[config.mk]
export PLATFORM = sky130hd
export DESIGN_NAME = ogg_chain_link_splitter_core_flat
export DESIGN_NICKNAME = d
export VERILOG_FILES = /design/src/rtl/ocls_pkg.sv /design/src/rtl/ocls_if.sv /design/src/rtl/ocls_front.sv /design/src/rtl/ocls_queue.sv /design/src/rtl/ocls_back.sv /design/src/rtl/ogg_chain_link_splitter_core.sv /design/src/flat_wrapper.sv
export SDC_FILE = /design/constraint.sdc
export NUM_CORES = 2
export LEC_CHECK = 0
export BUFFER_PORTS_ARGS = -buffer_cell sky130_fd_sc_hd__clkbuf_2
export CELL_PAD_IN_SITES_DETAIL_PLACEMENT = 1
export CELL_PAD_IN_SITES_GLOBAL_PLACEMENT = 1
export CORE_MARGIN = 10
export CORE_UTILIZATION = 40
export DETAILED_ROUTE_END_ITERATION = 12
export GPL_TIMING_DRIVEN = 0
export PLACE_DENSITY = 0.69
export SETUP_SLACK_MARGIN = 0.1
export SLEW_MARGIN = 10
export SYNTH_ARGS = -nofsm -noshare
export SYNTH_HDL_FRONTEND = slang
export SYNTH_SLANG_ARGS = --single-unit
[constraint.sdc]
create_clock -name clock -period 26.8 [get_ports clock]
set_input_delay 4.02 -clock clock [delete_from_list [all_inputs] [get_ports clock]]
set_output_delay 4.02 -clock clock [all_outputs]
set_load 0.03 [all_outputs]
[src/rtl/ocls_pkg.sv]
// Types and constants shared by the Ogg chain-link splitter.
// No dependencies; compile first.
package ocls_pkg;

   localparam int unsigned HDR_LEN      = 27;
   localparam logic [4:0]  HDR_LAST_POS = 5'd26;
   localparam logic [4:0]  VERSION_POS  = 5'd4;
   localparam logic [4:0]  FLAGS_POS    = 5'd5;
   localparam logic [4:0]  SERIAL_FIRST = 5'd14;
   localparam logic [4:0]  SERIAL_LAST  = 5'd17;
   localparam int unsigned FLAG_BOS_BIT = 1;
   localparam logic [15:0] LIMIT_RESET  = 16'd4096;

   typedef enum logic [1:0] {
      PHASE_HEADER  = 2'd0,
      PHASE_TABLE   = 2'd1,
      PHASE_PAYLOAD = 2'd2,
      PHASE_STOPPED = 2'd3
   } walk_phase_type;

   typedef enum logic [2:0] {
      STOP_END_OF_DATA = 3'd0,
      STOP_BAD_HEADER  = 3'd1,
      STOP_NO_OPENING  = 3'd2,
      STOP_LIMIT       = 3'd3,
      STOP_TRUNCATED   = 3'd4
   } stop_reason_type;

   typedef struct packed {
      logic            has_link;
      logic [15:0]     link_index;
      logic [31:0]     stream_serial;
      logic            final_record;
      stop_reason_type stop_reason;
   } rec_info_type;

   typedef struct packed {
      logic empty;
      logic full;
   } qstat_type;

   function automatic logic [7:0] capture_byte(input logic [1:0] idx);
      logic [7:0] val;
      unique case (idx)
         2'd0: val = 8'h4F;
         2'd1: val = 8'h67;
         2'd2: val = 8'h67;
         2'd3: val = 8'h53;
         default: val = 8'h00;
      endcase
      return val;
   endfunction

endpackage

[src/rtl/ocls_if.sv]
// Channel interfaces of the Ogg chain-link splitter: byte input, link records, limit write.
// Depends on nothing; the record channel width follows OFFSET_BITS.
interface ocls_req_if;
   logic       valid;
   logic       ready;
   logic [7:0] file_byte;
   logic       end_of_file;
   modport source (output valid, file_byte, end_of_file, input ready);
   modport sink (input valid, file_byte, end_of_file, output ready);
endinterface

interface ocls_rsp_if #(parameter int OFFSET_BITS = 40);
   logic                   valid;
   logic                   ready;
   logic                   has_link;
   logic [15:0]            link_index;
   logic [OFFSET_BITS-1:0] link_start;
   logic [OFFSET_BITS-1:0] link_end;
   logic [31:0]            stream_serial;
   logic                   final_record;
   logic [2:0]             stop_reason;
   modport source (output valid, has_link, link_index, link_start, link_end, stream_serial,
                   final_record, stop_reason, input ready);
   modport sink (input valid, has_link, link_index, link_start, link_end, stream_serial,
                 final_record, stop_reason, output ready);
endinterface

interface ocls_csr_if;
   logic        valid;
   logic        ready;
   logic [15:0] link_limit;
   modport source (output valid, link_limit, input ready);
   modport sink (input valid, link_limit, output ready);
endinterface

[src/rtl/ocls_front.sv]
// Front end: accepts file bytes, walks page headers and segment tables, builds link records.
// Depends on ocls_pkg and ocls_if; pushes record pairs into ocls_queue.
module ocls_front import ocls_pkg::*; #(
   parameter int OFFSET_BITS = 40,
   parameter int REC_BITS    = $bits(rec_info_type) + 2 * OFFSET_BITS,
   parameter int ENTRY_BITS  = 1 + 2 * REC_BITS
) (
   input  logic                  clock,
   input  logic                  reset,
   ocls_req_if.sink              req_if,
   ocls_csr_if.sink              csr_if,
   input  qstat_type             q_stat,
   output logic                  q_push,
   output logic [ENTRY_BITS-1:0] q_data
);

   localparam logic [OFFSET_BITS-1:0] OFF_MAX = '1;

   walk_phase_type         phase_ff, phase_in, phase_mid;
   logic [4:0]             hdr_pos_ff, hdr_pos_in;
   logic                   mismatch_ff, mismatch_in;
   logic                   opens_ff, opens_in;
   logic [31:0]            page_serial_ff, page_serial_in;
   logic [7:0]             table_rem_ff, table_rem_in;
   logic [7:0]             table_entries_ff, table_entries_in;
   logic [15:0]            payload_total_ff, payload_total_in;
   logic [15:0]            payload_rem_ff, payload_rem_in;
   logic [OFFSET_BITS-1:0] byte_off_ff, byte_off_in;
   logic [OFFSET_BITS-1:0] page_off_ff, page_off_in;
   logic                   open_valid_ff, open_valid_in;
   logic [OFFSET_BITS-1:0] open_start_ff, open_start_in;
   logic [OFFSET_BITS-1:0] open_end_ff, open_end_in;
   logic [31:0]            open_serial_ff, open_serial_in;
   logic [15:0]            links_ff, links_in;
   logic [15:0]            limit_ff, limit_in;

   logic                   fire;
   logic [7:0]             b;
   logic                   eof;
   logic                   hdr_first, hdr_end;
   logic [OFFSET_BITS-1:0] page_off_eff;
   logic                   mismatch_eff, opens_eff;
   logic [31:0]            serial_eff;
   logic                   finish, limit_hit, no_open, page_ok, stop_now;
   stop_reason_type        stop_code;
   logic [7:0]             entries;
   logic [15:0]            payload_t;
   logic [16:0]            page_size;
   logic [OFFSET_BITS:0]   end_sum;
   logic [OFFSET_BITS-1:0] end_new;
   logic                   mid_valid;
   logic [OFFSET_BITS-1:0] mid_start, mid_end;
   logic [31:0]            mid_serial;
   logic [15:0]            mid_links;
   logic                   emit_prev, final_now;
   rec_info_type           info_prev, info_final;
   logic [REC_BITS-1:0]    rec_prev, rec_final;
   logic [1:0]             lane;

   assign req_if.ready = !q_stat.full;
   assign csr_if.ready = 1'b1;
   assign fire = req_if.valid && req_if.ready;
   assign b    = req_if.file_byte;
   assign eof  = req_if.end_of_file;

   // classify the byte
   always_comb begin
      hdr_first    = (phase_ff == PHASE_HEADER) && (hdr_pos_ff == 5'd0);
      hdr_end      = (phase_ff == PHASE_HEADER) && (hdr_pos_ff == HDR_LAST_POS);
      page_off_eff = hdr_first ? byte_off_ff : page_off_ff;
      mismatch_eff = hdr_first ? 1'b0 : mismatch_ff;
      opens_eff    = hdr_first ? 1'b0 : opens_ff;
      serial_eff   = hdr_first ? 32'd0 : page_serial_ff;
      lane         = 2'(hdr_pos_ff - SERIAL_FIRST);
      if (phase_ff == PHASE_HEADER) begin
         if (hdr_pos_ff < VERSION_POS) begin
            if (b != capture_byte(hdr_pos_ff[1:0])) mismatch_eff = 1'b1;
         end else if (hdr_pos_ff == VERSION_POS) begin
            if (b != 8'd0) mismatch_eff = 1'b1;
         end else if (hdr_pos_ff == FLAGS_POS) begin
            opens_eff = b[FLAG_BOS_BIT];
         end else if (hdr_pos_ff >= SERIAL_FIRST && hdr_pos_ff <= SERIAL_LAST) begin
            serial_eff[{lane, 3'b000} +: 8] = b;
         end
      end
      finish = (hdr_end && !mismatch_eff && b == 8'd0)
            || (phase_ff == PHASE_TABLE && table_rem_ff == 8'd1);
      entries   = hdr_end ? 8'd0 : table_entries_ff;
      payload_t = hdr_end ? 16'd0 : 16'(payload_total_ff + 16'(b));
      limit_hit = finish && opens_eff && (links_ff >= limit_ff);
      no_open   = finish && !limit_hit && !opens_eff && !open_valid_ff;
      page_ok   = finish && !limit_hit && !no_open;
      emit_prev = page_ok && opens_eff && open_valid_ff;
      stop_now  = (hdr_end && mismatch_eff) || limit_hit || no_open;
      priority if (hdr_end && mismatch_eff) stop_code = STOP_BAD_HEADER;
      else if (limit_hit)                   stop_code = STOP_LIMIT;
      else                                  stop_code = STOP_NO_OPENING;
      page_size = 17'(HDR_LEN) + 17'(entries) + 17'(payload_t);
      end_sum   = {1'b0, page_off_eff} + (OFFSET_BITS+1)'(page_size);
      end_new   = end_sum[OFFSET_BITS] ? OFF_MAX : end_sum[OFFSET_BITS-1:0];
   end

   // next walk phase
   always_comb begin
      phase_mid = phase_ff;
      unique case (phase_ff)
         PHASE_HEADER: begin
            if (hdr_end) begin
               if (mismatch_eff)     phase_mid = PHASE_STOPPED;
               else if (b != 8'd0)   phase_mid = PHASE_TABLE;
            end
         end
         PHASE_TABLE: phase_mid = PHASE_TABLE;
         PHASE_PAYLOAD: begin
            if (payload_rem_ff == 16'd1) phase_mid = PHASE_HEADER;
         end
         PHASE_STOPPED: phase_mid = PHASE_STOPPED;
         default: phase_mid = PHASE_STOPPED;
      endcase
      if (finish) begin
         if (!page_ok)                 phase_mid = PHASE_STOPPED;
         else if (payload_t != 16'd0)  phase_mid = PHASE_PAYLOAD;
         else                          phase_mid = PHASE_HEADER;
      end
      phase_in = eof ? PHASE_HEADER : phase_mid;
   end

   // datapath next values
   always_comb begin
      hdr_pos_in       = hdr_pos_ff;
      mismatch_in      = mismatch_ff;
      opens_in         = opens_ff;
      page_serial_in   = page_serial_ff;
      page_off_in      = page_off_ff;
      table_rem_in     = table_rem_ff;
      table_entries_in = table_entries_ff;
      payload_total_in = payload_total_ff;
      payload_rem_in   = payload_rem_ff;
      if (phase_ff == PHASE_HEADER) begin
         hdr_pos_in     = hdr_end ? 5'd0 : 5'(hdr_pos_ff + 5'd1);
         mismatch_in    = mismatch_eff;
         opens_in       = opens_eff;
         page_serial_in = serial_eff;
         page_off_in    = page_off_eff;
         if (hdr_end && !mismatch_eff) begin
            table_rem_in     = b;
            table_entries_in = b;
            payload_total_in = 16'd0;
         end
      end
      if (phase_ff == PHASE_TABLE) begin
         table_rem_in     = 8'(table_rem_ff - 8'd1);
         payload_total_in = payload_t;
      end
      if (phase_ff == PHASE_PAYLOAD) payload_rem_in = 16'(payload_rem_ff - 16'd1);
      if (page_ok && payload_t != 16'd0) payload_rem_in = payload_t;

      mid_valid  = open_valid_ff;
      mid_start  = open_start_ff;
      mid_end    = open_end_ff;
      mid_serial = open_serial_ff;
      mid_links  = links_ff;
      if (page_ok) begin
         mid_valid = 1'b1;
         mid_end   = end_new;
         if (opens_eff) begin
            mid_start  = page_off_eff;
            mid_serial = serial_eff;
            mid_links  = 16'(links_ff + 16'd1);
         end
      end
      open_valid_in  = mid_valid;
      open_start_in  = mid_start;
      open_end_in    = mid_end;
      open_serial_in = mid_serial;
      links_in       = mid_links;
      byte_off_in    = (byte_off_ff != OFF_MAX) ? byte_off_ff + 1'b1 : byte_off_ff;
      limit_in       = (csr_if.valid && csr_if.ready) ? csr_if.link_limit : limit_ff;
      if (eof) begin
         hdr_pos_in       = 5'd0;
         mismatch_in      = 1'b0;
         opens_in         = 1'b0;
         page_serial_in   = 32'd0;
         page_off_in      = '0;
         table_rem_in     = 8'd0;
         table_entries_in = 8'd0;
         payload_total_in = 16'd0;
         payload_rem_in   = 16'd0;
         open_valid_in    = 1'b0;
         open_start_in    = '0;
         open_end_in      = '0;
         open_serial_in   = 32'd0;
         links_in         = 16'd0;
         byte_off_in      = '0;
      end
   end

   // records for the queue
   always_comb begin
      final_now = stop_now || (eof && phase_mid != PHASE_STOPPED);

      info_prev.has_link      = 1'b1;
      info_prev.link_index    = 16'(links_ff - 16'd1);
      info_prev.stream_serial = open_serial_ff;
      info_prev.final_record  = 1'b0;
      info_prev.stop_reason   = STOP_END_OF_DATA;
      rec_prev = {info_prev, open_start_ff, open_end_ff};

      info_final.has_link      = mid_valid;
      info_final.link_index    = mid_valid ? 16'(mid_links - 16'd1) : 16'd0;
      info_final.stream_serial = mid_valid ? mid_serial : 32'd0;
      info_final.final_record  = 1'b1;
      if (stop_now)                        info_final.stop_reason = stop_code;
      else if (phase_mid == PHASE_TABLE)   info_final.stop_reason = STOP_TRUNCATED;
      else                                 info_final.stop_reason = STOP_END_OF_DATA;
      rec_final = {info_final, mid_valid ? mid_start : '0, mid_valid ? mid_end : '0};

      q_push = fire && (emit_prev || final_now);
      if (emit_prev) q_data = {final_now, rec_prev, rec_final};
      else           q_data = {1'b0, rec_final, rec_final};
   end

   always_ff @(posedge clock) begin
      if (reset) begin
         phase_ff         <= PHASE_HEADER;
         hdr_pos_ff       <= 5'd0;
         mismatch_ff      <= 1'b0;
         opens_ff         <= 1'b0;
         page_serial_ff   <= 32'd0;
         page_off_ff      <= '0;
         table_rem_ff     <= 8'd0;
         table_entries_ff <= 8'd0;
         payload_total_ff <= 16'd0;
         payload_rem_ff   <= 16'd0;
         byte_off_ff      <= '0;
         open_valid_ff    <= 1'b0;
         open_start_ff    <= '0;
         open_end_ff      <= '0;
         open_serial_ff   <= 32'd0;
         links_ff         <= 16'd0;
         limit_ff         <= LIMIT_RESET;
      end else begin
         limit_ff <= limit_in;
         if (fire) begin
            phase_ff         <= phase_in;
            hdr_pos_ff       <= hdr_pos_in;
            mismatch_ff      <= mismatch_in;
            opens_ff         <= opens_in;
            page_serial_ff   <= page_serial_in;
            page_off_ff      <= page_off_in;
            table_rem_ff     <= table_rem_in;
            table_entries_ff <= table_entries_in;
            payload_total_ff <= payload_total_in;
            payload_rem_ff   <= payload_rem_in;
            byte_off_ff      <= byte_off_in;
            open_valid_ff    <= open_valid_in;
            open_start_ff    <= open_start_in;
            open_end_ff      <= open_end_in;
            open_serial_ff   <= open_serial_in;
            links_ff         <= links_in;
         end
      end
   end

endmodule

[src/rtl/ocls_queue.sv]
// Short queue of record pairs between the front end and the output stage.
// Depends on ocls_pkg for the status struct.
module ocls_queue import ocls_pkg::*; #(
   parameter int WIDTH = 8,
   parameter int DEPTH = 4
) (
   input  logic             clock,
   input  logic             reset,
   input  logic             push,
   input  logic [WIDTH-1:0] push_data,
   input  logic             pop,
   output logic [WIDTH-1:0] pop_data,
   output qstat_type        q_stat
);

   localparam int PTR_BITS = (DEPTH > 1) ? $clog2(DEPTH) : 1;
   localparam int CNT_BITS = $clog2(DEPTH + 1);

   logic [WIDTH-1:0]    slots_ff [DEPTH];
   logic [PTR_BITS-1:0] wr_ptr_ff, wr_ptr_in;
   logic [PTR_BITS-1:0] rd_ptr_ff, rd_ptr_in;
   logic [CNT_BITS-1:0] count_ff, count_in;

   always_comb begin
      wr_ptr_in = wr_ptr_ff;
      rd_ptr_in = rd_ptr_ff;
      count_in  = count_ff;
      if (push) wr_ptr_in = (wr_ptr_ff == PTR_BITS'(DEPTH - 1)) ? '0 : wr_ptr_ff + 1'b1;
      if (pop)  rd_ptr_in = (rd_ptr_ff == PTR_BITS'(DEPTH - 1)) ? '0 : rd_ptr_ff + 1'b1;
      if (push && !pop)      count_in = count_ff + 1'b1;
      else if (pop && !push) count_in = count_ff - 1'b1;
      q_stat.empty = (count_ff == '0);
      q_stat.full  = (count_ff == CNT_BITS'(DEPTH));
      pop_data     = slots_ff[rd_ptr_ff];
   end

   always_ff @(posedge clock) begin
      if (push) slots_ff[wr_ptr_ff] <= push_data;
   end

   always_ff @(posedge clock) begin
      if (reset) begin
         wr_ptr_ff <= '0;
         rd_ptr_ff <= '0;
         count_ff  <= '0;
      end else begin
         wr_ptr_ff <= wr_ptr_in;
         rd_ptr_ff <= rd_ptr_in;
         count_ff  <= count_in;
      end
   end

endmodule

[src/rtl/ocls_back.sv]
// Output stage: splits queued record pairs into single beats behind an output register.
// Depends on ocls_pkg and ocls_if; pops ocls_queue.
module ocls_back import ocls_pkg::*; #(
   parameter int OFFSET_BITS = 40,
   parameter int REC_BITS    = $bits(rec_info_type) + 2 * OFFSET_BITS,
   parameter int ENTRY_BITS  = 1 + 2 * REC_BITS
) (
   input  logic                  clock,
   input  logic                  reset,
   input  qstat_type             q_stat,
   input  logic [ENTRY_BITS-1:0] q_data,
   output logic                  q_pop,
   ocls_rsp_if.source            rsp_if
);

   localparam int INFO_BITS = $bits(rec_info_type);

   logic                   valid_ff, valid_in;
   logic                   sel_ff, sel_in;
   rec_info_type           info_ff, info_in;
   logic [OFFSET_BITS-1:0] start_ff, start_in;
   logic [OFFSET_BITS-1:0] end_ff, end_in;
   logic                   load, two;
   logic [REC_BITS-1:0]    rec;

   always_comb begin
      two      = q_data[ENTRY_BITS-1];
      rec      = sel_ff ? q_data[REC_BITS-1:0] : q_data[2*REC_BITS-1 -: REC_BITS];
      load     = !q_stat.empty && (!valid_ff || rsp_if.ready);
      q_pop    = load && (sel_ff || !two);
      sel_in   = load ? (!sel_ff && two) : sel_ff;
      valid_in = load ? 1'b1 : (valid_ff && !rsp_if.ready);
      info_in  = load ? rec_info_type'(rec[REC_BITS-1 -: INFO_BITS]) : info_ff;
      start_in = load ? rec[2*OFFSET_BITS-1 -: OFFSET_BITS] : start_ff;
      end_in   = load ? rec[OFFSET_BITS-1:0] : end_ff;
   end

   always_ff @(posedge clock) begin
      if (reset) begin
         valid_ff <= 1'b0;
         sel_ff   <= 1'b0;
      end else begin
         valid_ff <= valid_in;
         sel_ff   <= sel_in;
      end
   end

   always_ff @(posedge clock) begin
      info_ff  <= info_in;
      start_ff <= start_in;
      end_ff   <= end_in;
   end

   assign rsp_if.valid         = valid_ff;
   assign rsp_if.has_link      = info_ff.has_link;
   assign rsp_if.link_index    = info_ff.link_index;
   assign rsp_if.link_start    = start_ff;
   assign rsp_if.link_end      = end_ff;
   assign rsp_if.stream_serial = info_ff.stream_serial;
   assign rsp_if.final_record  = info_ff.final_record;
   assign rsp_if.stop_reason   = info_ff.stop_reason;

endmodule

[src/rtl/ogg_chain_link_splitter_core.sv]
// Top level of the Ogg chain-link splitter: front end, record queue, output stage.
// Depends on ocls_pkg, ocls_if, ocls_front, ocls_queue and ocls_back.
//
// Takes one file byte per cycle and emits one record per link, plus a final record with
// the stop reason at the end of the file. The front end walks page headers and segment
// tables combinationally on each accepted byte. A byte that both closes a link and ends
// the walk yields two records, which the output stage sends as two separate beats; the
// QUEUE_DEPTH-entry queue absorbs this, so input stalls only when the record side backs
// up. Output records leave from a register loaded from the head of the queue. The link
// limit may be written any time the block is idle.
module ogg_chain_link_splitter_core import ocls_pkg::*; #(
   parameter int OFFSET_BITS = 40,
   parameter int QUEUE_DEPTH = 4
) (
   input  logic       clock,
   input  logic       reset,
   ocls_req_if.sink   req_if,
   ocls_rsp_if.source rsp_if,
   ocls_csr_if.sink   csr_if
);

   localparam int REC_BITS   = $bits(rec_info_type) + 2 * OFFSET_BITS;
   localparam int ENTRY_BITS = 1 + 2 * REC_BITS;

   qstat_type             q_stat;
   logic                  q_push, q_pop;
   logic [ENTRY_BITS-1:0] q_push_data, q_pop_data;

   ocls_front #(
      .OFFSET_BITS(OFFSET_BITS), .REC_BITS(REC_BITS), .ENTRY_BITS(ENTRY_BITS)
   ) u_front (
      .clock  (clock),
      .reset  (reset),
      .req_if (req_if),
      .csr_if (csr_if),
      .q_stat (q_stat),
      .q_push (q_push),
      .q_data (q_push_data)
   );

   ocls_queue #(.WIDTH(ENTRY_BITS), .DEPTH(QUEUE_DEPTH)) u_queue (
      .clock     (clock),
      .reset     (reset),
      .push      (q_push),
      .push_data (q_push_data),
      .pop       (q_pop),
      .pop_data  (q_pop_data),
      .q_stat    (q_stat)
   );

   ocls_back #(
      .OFFSET_BITS(OFFSET_BITS), .REC_BITS(REC_BITS), .ENTRY_BITS(ENTRY_BITS)
   ) u_back (
      .clock  (clock),
      .reset  (reset),
      .q_stat (q_stat),
      .q_data (q_pop_data),
      .q_pop  (q_pop),
      .rsp_if (rsp_if)
   );

   a_no_push_full: assert property (@(posedge clock) disable iff (reset)
      q_push |-> !q_stat.full)
      else $error("record pushed into full queue");

   a_no_pop_empty: assert property (@(posedge clock) disable iff (reset)
      q_pop |-> !q_stat.empty)
      else $error("record popped from empty queue");

   a_empty_record: assert property (@(posedge clock) disable iff (reset)
      (rsp_if.valid && !rsp_if.has_link) |->
         (rsp_if.final_record && rsp_if.link_index == 16'd0 && rsp_if.stream_serial == 32'd0))
      else $error("record without link is not an empty final record");

   a_reason_final: assert property (@(posedge clock) disable iff (reset)
      (rsp_if.valid && !rsp_if.final_record) |-> (rsp_if.stop_reason == STOP_END_OF_DATA))
      else $error("stop reason on a non-final record");

endmodule

[src/flat_wrapper.sv]
// flat-port wrapper written by rule: the top's interface ports become plain ports
module ogg_chain_link_splitter_core_flat import ocls_pkg::*;
#(
   parameter int OFFSET_BITS = 40,
   parameter int QUEUE_DEPTH = 4
)
  (clock, reset, req_if_valid, req_if_file_byte, req_if_end_of_file, req_if_ready, rsp_if_valid, rsp_if_has_link, rsp_if_link_index, rsp_if_link_start, rsp_if_link_end, rsp_if_stream_serial, rsp_if_final_record, rsp_if_stop_reason, rsp_if_ready, csr_if_valid, csr_if_link_limit, csr_if_ready);
  ocls_req_if req_if_i ();
  ocls_rsp_if #(.OFFSET_BITS(OFFSET_BITS)) rsp_if_i ();
  ocls_csr_if csr_if_i ();
  input  logic clock;
  input  logic reset;
  input wire logic [$bits(req_if_i.valid)-1:0] req_if_valid;
  input wire logic [$bits(req_if_i.file_byte)-1:0] req_if_file_byte;
  input wire logic [$bits(req_if_i.end_of_file)-1:0] req_if_end_of_file;
  output wire logic [$bits(req_if_i.ready)-1:0] req_if_ready;
  output wire logic [$bits(rsp_if_i.valid)-1:0] rsp_if_valid;
  output wire logic [$bits(rsp_if_i.has_link)-1:0] rsp_if_has_link;
  output wire logic [$bits(rsp_if_i.link_index)-1:0] rsp_if_link_index;
  output wire logic [$bits(rsp_if_i.link_start)-1:0] rsp_if_link_start;
  output wire logic [$bits(rsp_if_i.link_end)-1:0] rsp_if_link_end;
  output wire logic [$bits(rsp_if_i.stream_serial)-1:0] rsp_if_stream_serial;
  output wire logic [$bits(rsp_if_i.final_record)-1:0] rsp_if_final_record;
  output wire logic [$bits(rsp_if_i.stop_reason)-1:0] rsp_if_stop_reason;
  input wire logic [$bits(rsp_if_i.ready)-1:0] rsp_if_ready;
  input wire logic [$bits(csr_if_i.valid)-1:0] csr_if_valid;
  input wire logic [$bits(csr_if_i.link_limit)-1:0] csr_if_link_limit;
  output wire logic [$bits(csr_if_i.ready)-1:0] csr_if_ready;
  assign req_if_i.valid = req_if_valid;
  assign req_if_i.file_byte = req_if_file_byte;
  assign req_if_i.end_of_file = req_if_end_of_file;
  assign req_if_ready = req_if_i.ready;
  assign rsp_if_valid = rsp_if_i.valid;
  assign rsp_if_has_link = rsp_if_i.has_link;
  assign rsp_if_link_index = rsp_if_i.link_index;
  assign rsp_if_link_start = rsp_if_i.link_start;
  assign rsp_if_link_end = rsp_if_i.link_end;
  assign rsp_if_stream_serial = rsp_if_i.stream_serial;
  assign rsp_if_final_record = rsp_if_i.final_record;
  assign rsp_if_stop_reason = rsp_if_i.stop_reason;
  assign rsp_if_i.ready = rsp_if_ready;
  assign csr_if_i.valid = csr_if_valid;
  assign csr_if_i.link_limit = csr_if_link_limit;
  assign csr_if_ready = csr_if_i.ready;
  ogg_chain_link_splitter_core #(.OFFSET_BITS(OFFSET_BITS), .QUEUE_DEPTH(QUEUE_DEPTH)) u_core (.clock(clock), .reset(reset), .req_if(req_if_i), .rsp_if(rsp_if_i), .csr_if(csr_if_i));
endmodule
==> key figures <==
Setup path
  • Crit path capture type: register
  • Setup CP Type: in2reg
  • Worst Path Required: 27300 ps
  • Critical path fanouts, max: 10
  • Worst EP arrival: 11680 ps
  • Worst Reg2Reg Path Length in Cells: 24
  • Crit start category: input pin

Routing
  • Starting DRT DRC Count: 3872
  • DR vias/cell: 5.68
  • Final ANT Viol Nets: 0
  • Routed length per instance: 26.6 um
  • DR pass1 iterations: 6
  • Remaining DRCs: 0
  • Via count: 42365
  • Drt total wl: 198 mm

Clock tree
  • Worst-Skew Late Latency: 830 ps
  • CTS HTree Levels: 4
  • Resized Gates After CTS: 0
  • Clock sink total: 1522
  • Setup Buffers After CTS: 0
  • Num CTS Buffers: 165
  • Hold_buf cts: 0
  • Max Buffers Root-to-Sink: 3
  • Clock transition at path regs: 60 ps
  • CTS root buf: clkbuf_16
  • CTS tree: done

Global route
  • Met1 GRT Util: 0.284
  • First-pass GRT wire length: 293 mm
  • Vias in the first global route: 44151
  • Met3 Use GR: 0.0333
  • Total GRT Usage: 0.217
  • Grt ovf: 0
  • Top Usage Layer GRT: met2
  • Met2 Track Usage GR: 0.359
  • Largest net degree at the start of global routing: 76
  • Antenna violations before repair: 14

Timing
  • Slew headroom: 0.0298
  • Fin crit period: 11180 ps
  • Clock Skews: 46.0 ps
  • Measured slew at the worst slew-check pin: 1460 ps
  • RSZ-0062 raised after global routing: no
  • Max Fclk: 89.5 MHz
  • Setup TNS: 0 ps
  • Final Hold Fails: 0
  • Final critical-path share of the clock period: 0.417
  • Final hold slack: 482 ps
  • Fin. max-slew vios: 0
  • Final setup fails: 0

Outcome
  • Status: finished, final reports clean

Logic synthesis
  • Syn_nets: 4928
  • Post-synth EDFFs: 1197
  • Netlist cell types: 95
  • Syn avg cell area: 13.5 um^2
  • Mapped Cells: 4801
  • Synthesized cell area: 64800 um^2
  • Prevailing post-synth register cell: edfxtp_1
  • Fraction of registers with async set/reset: 0
  • Yosys warning total: 0
  • Sequential fraction of the synthesis area: 0.655
  • Synthesized flop and latch total: 1522

Pwr
  • Static Leak: 24.5 nW
  • PwrDens: 88.2 nW/um^2
  • Max VDD drop: 0.000111 V

Place
  • DP HPWL: 139 mm
  • Number of port buffers: 162
  • Gpl congestion: 0.912

Final layout
  • Nets: 5286
  • Share of cells above drive strength 1: 0.148
  • Seq. cell area: 42500 um^2
  • Area Overhead vs Synth: 15.0%
  • Fillers: 16484
  • Multi-input gate area in the final layout: 20900 um^2

Min path
  • Hold depth: 2
  • Hold Crit Class: reg2reg

Floorplanning
  • Row cnt: 147
  • # IOs: 166
  • Die W: 423 um
  • Die area: 179000 um^2
  • Core Area: 161000 um^2
  • Die extent in y: 423 um
  • Initial core utilization: 0.403

Job
  • Max cap viols: 0
==> cell type report <==
type,instances,area share
buffer,296,0.0158
antenna,7,0.000235
tap,2160,0.0363
inverter,73,0.00378
multi-input combinational,2910,0.281
timing repair buffer,191,0.0214
clock inverter,95,0.0120
sequential,1522,0.570
clock buffer,210,0.0595
==> state kept, by name, indices dropped and copies added (netlist names), 2 cells and up, named ones only <==
name	flops
u_core.u_back.rsp_if.link_end	40
u_core.u_back.rsp_if.link_index	16
u_core.u_front.open_end_ff	40
u_core.u_queue.wr_ptr_ff	2
u_core.u_queue.slots_ff	1064
u_core.u_front.table_rem_ff	8
u_core.u_front.phase_ff	2
u_core.u_front.payload_rem_ff	16
u_core.u_back.rsp_if.link_start	40
u_core.u_front.hdr_pos_ff	5
u_core.u_front.links_ff	16
u_core.u_front.payload_total_ff	16
u_core.u_front.table_entries_ff	8
u_core.u_front.byte_off_ff	40
u_core.u_back.rsp_if.stream_serial	32
u_core.u_queue.rd_ptr_ff	2
u_core.u_queue.count_ff	3
u_core.u_back.rsp_if.stop_reason	3
u_core.u_front.page_off_ff	40
u_core.u_front.open_start_ff	40
u_core.u_front.open_serial_ff	32
u_core.u_front.limit_ff	16
u_core.u_front.page_serial_ff	32
==> worst paths after layout <==
| check | from | endpoint | slack [ps] |
|---|---|---|---|
| worst min-delay path | u_core.u_back.rsp_if.valid | u_core.u_back.rsp_if.valid | 480 |
| worst max-delay path | req_if_file_byte[1] | u_core.u_queue.slots_ff[1][29] | 15620 |
| worst min register to register | u_core.u_back.rsp_if.valid | u_core.u_back.rsp_if.valid | 480 |
| worst max register to register | u_core.u_front.hdr_pos_ff[0] | u_core.u_queue.slots_ff[2][23] | 17730 |
==> report_power, final <==
part | total [W] | internal [W] | leakage [nW] | switching [W]
combinational | 0.00149 | 0.000496 | 9.12 | 0.000995
clock | 0.00225 | 0.00128 | 2.60 | 0.000967
sequential | 0.00283 | 0.00278 | 12.7 | 0.0000480
total | 0.00657 | 0.00456 | 24.5 | 0.00201
==> logic make-up (layout without fill, tap and decap cells) <==
family | count (synthesis) | in the layout | synth area share
flip-flops | 1522 | 1522 | 0.655
XOR/XNOR | 132 | 132 | 0.0178
AND/OR/NAND/NOR | 1523 | 1523 | 0.100
other | 1 | 8 | 0.0000579
adder cells (fa/ha/maj) | 101 | 101 | 0.0205
multiplexers | 318 | 318 | 0.101
AO/OA/AOI/OAI | 835 | 835 | 0.0837
buffers and inverters | 369 | 865 | 0.0221
==> layer usage <==
metal | vias to the layer above | share of wire
li1 | 18738 | -
met1 | 22004 | 0.42
met2 | 1268 | 0.49
met3 | 355 | 0.056
met4 | 0 | 0.042
met5 | - | 0
==> worst max-delay path: stages <==
cell      delay [ps]
clkbuf_2         170
clkbuf_1         700
inv_1            160
fa_1             500
nor2b_1          130
o21ai_0          110
a21boi_0         370
o21ai_0          210
a21oi_1          390
nand4_1          160
xor2_1           310
nor2_1           160
ha_1             320
ha_1             290
ha_1             370
nand4_1          160
or4_1            500
nor3_1           620
o211a_4          320
and2_1           140
buf_4            180
nor2_1            80
buf_2            280
nand3_1          120
o21ai_1          230
nor3_1           630
==> cells in the mapped netlist, types with 5 or more instances <==
cell type | count | area (um^2)
or2_2 | 7 | 43.8
o21ai_1 | 11 | 55.1
a22o_1 | 74 | 648
nor3b_1 | 7 | 52.6
buf_1 | 75 | 282
o211a_1 | 9 | 90.1
mux2i_1 | 48 | 480
dfxtp_1 | 325 | 6510
and4_1 | 7 | 61.3
o221a_2 | 7 | 78.8
nor2b_1 | 12 | 75.1
a211oi_1 | 19 | 143
xor2_1 | 63 | 552
mux4_2 | 266 | 5990
nand2b_1 | 12 | 75.1
or3_1 | 29 | 181
nand3_1 | 42 | 210
ha_1 | 87 | 1090
o31a_1 | 6 | 52.6
a22oi_1 | 163 | 1220
nand4_1 | 20 | 125
nor4_1 | 13 | 81.3
xnor2_1 | 69 | 604
a2111oi_0 | 5 | 43.8
o21ai_0 | 226 | 1130
a21o_1 | 20 | 150
o211ai_1 | 5 | 37.5
fa_1 | 10 | 200
buf_2 | 15 | 75.1
and3_1 | 21 | 131
o31ai_1 | 8 | 60.1
a21oi_1 | 188 | 941
nand2_1 | 729 | 2740
nor2_1 | 499 | 1870
edfxtp_1 | 1197 | 35900
nor4b_1 | 5 | 43.8
o22ai_1 | 14 | 87.6
nor3_2 | 5 | 50.1
a31oi_1 | 24 | 150
clkbuf_1 | 199 | 747
o21a_1 | 7 | 52.6
inv_1 | 72 | 270
nor3_1 | 60 | 300
o21bai_1 | 5 | 37.5
and2_1 | 26 | 163
==> layout by cell type (no fill, tap or decap), drive strengths merged, types with 42 or more instances in the layout <==
cell       n
nand3     42
mux4     266
nor2     500
dfxtp    325
mux2i     48
a22o      74
a21oi    189
a22oi    163
edfxtp  1197
inv       84
clkinv    67
o21ai    237
xor2      63
nand2    731
clkbuf   573
xnor2     69
ha        87
nor3      66
buf      124
==> stage by stage <==
step                      cell area [um^2]   util  std cells  total power [W]  setup slack (ps)
after floorplan                      64800      -       4801          0.00388             14010
after global placement               68300  0.425       7123          0.00442              7470
after CTS                            74500  0.463       7457          0.00666             15750
final                                74500  0.463       7464          0.00657             15620
after detailed placement             69100  0.430       7152          0.00440             14910
after global routing                 74500  0.463       7462          0.00685             15320
No activity file was read; power rests on OpenSTA's default activity.
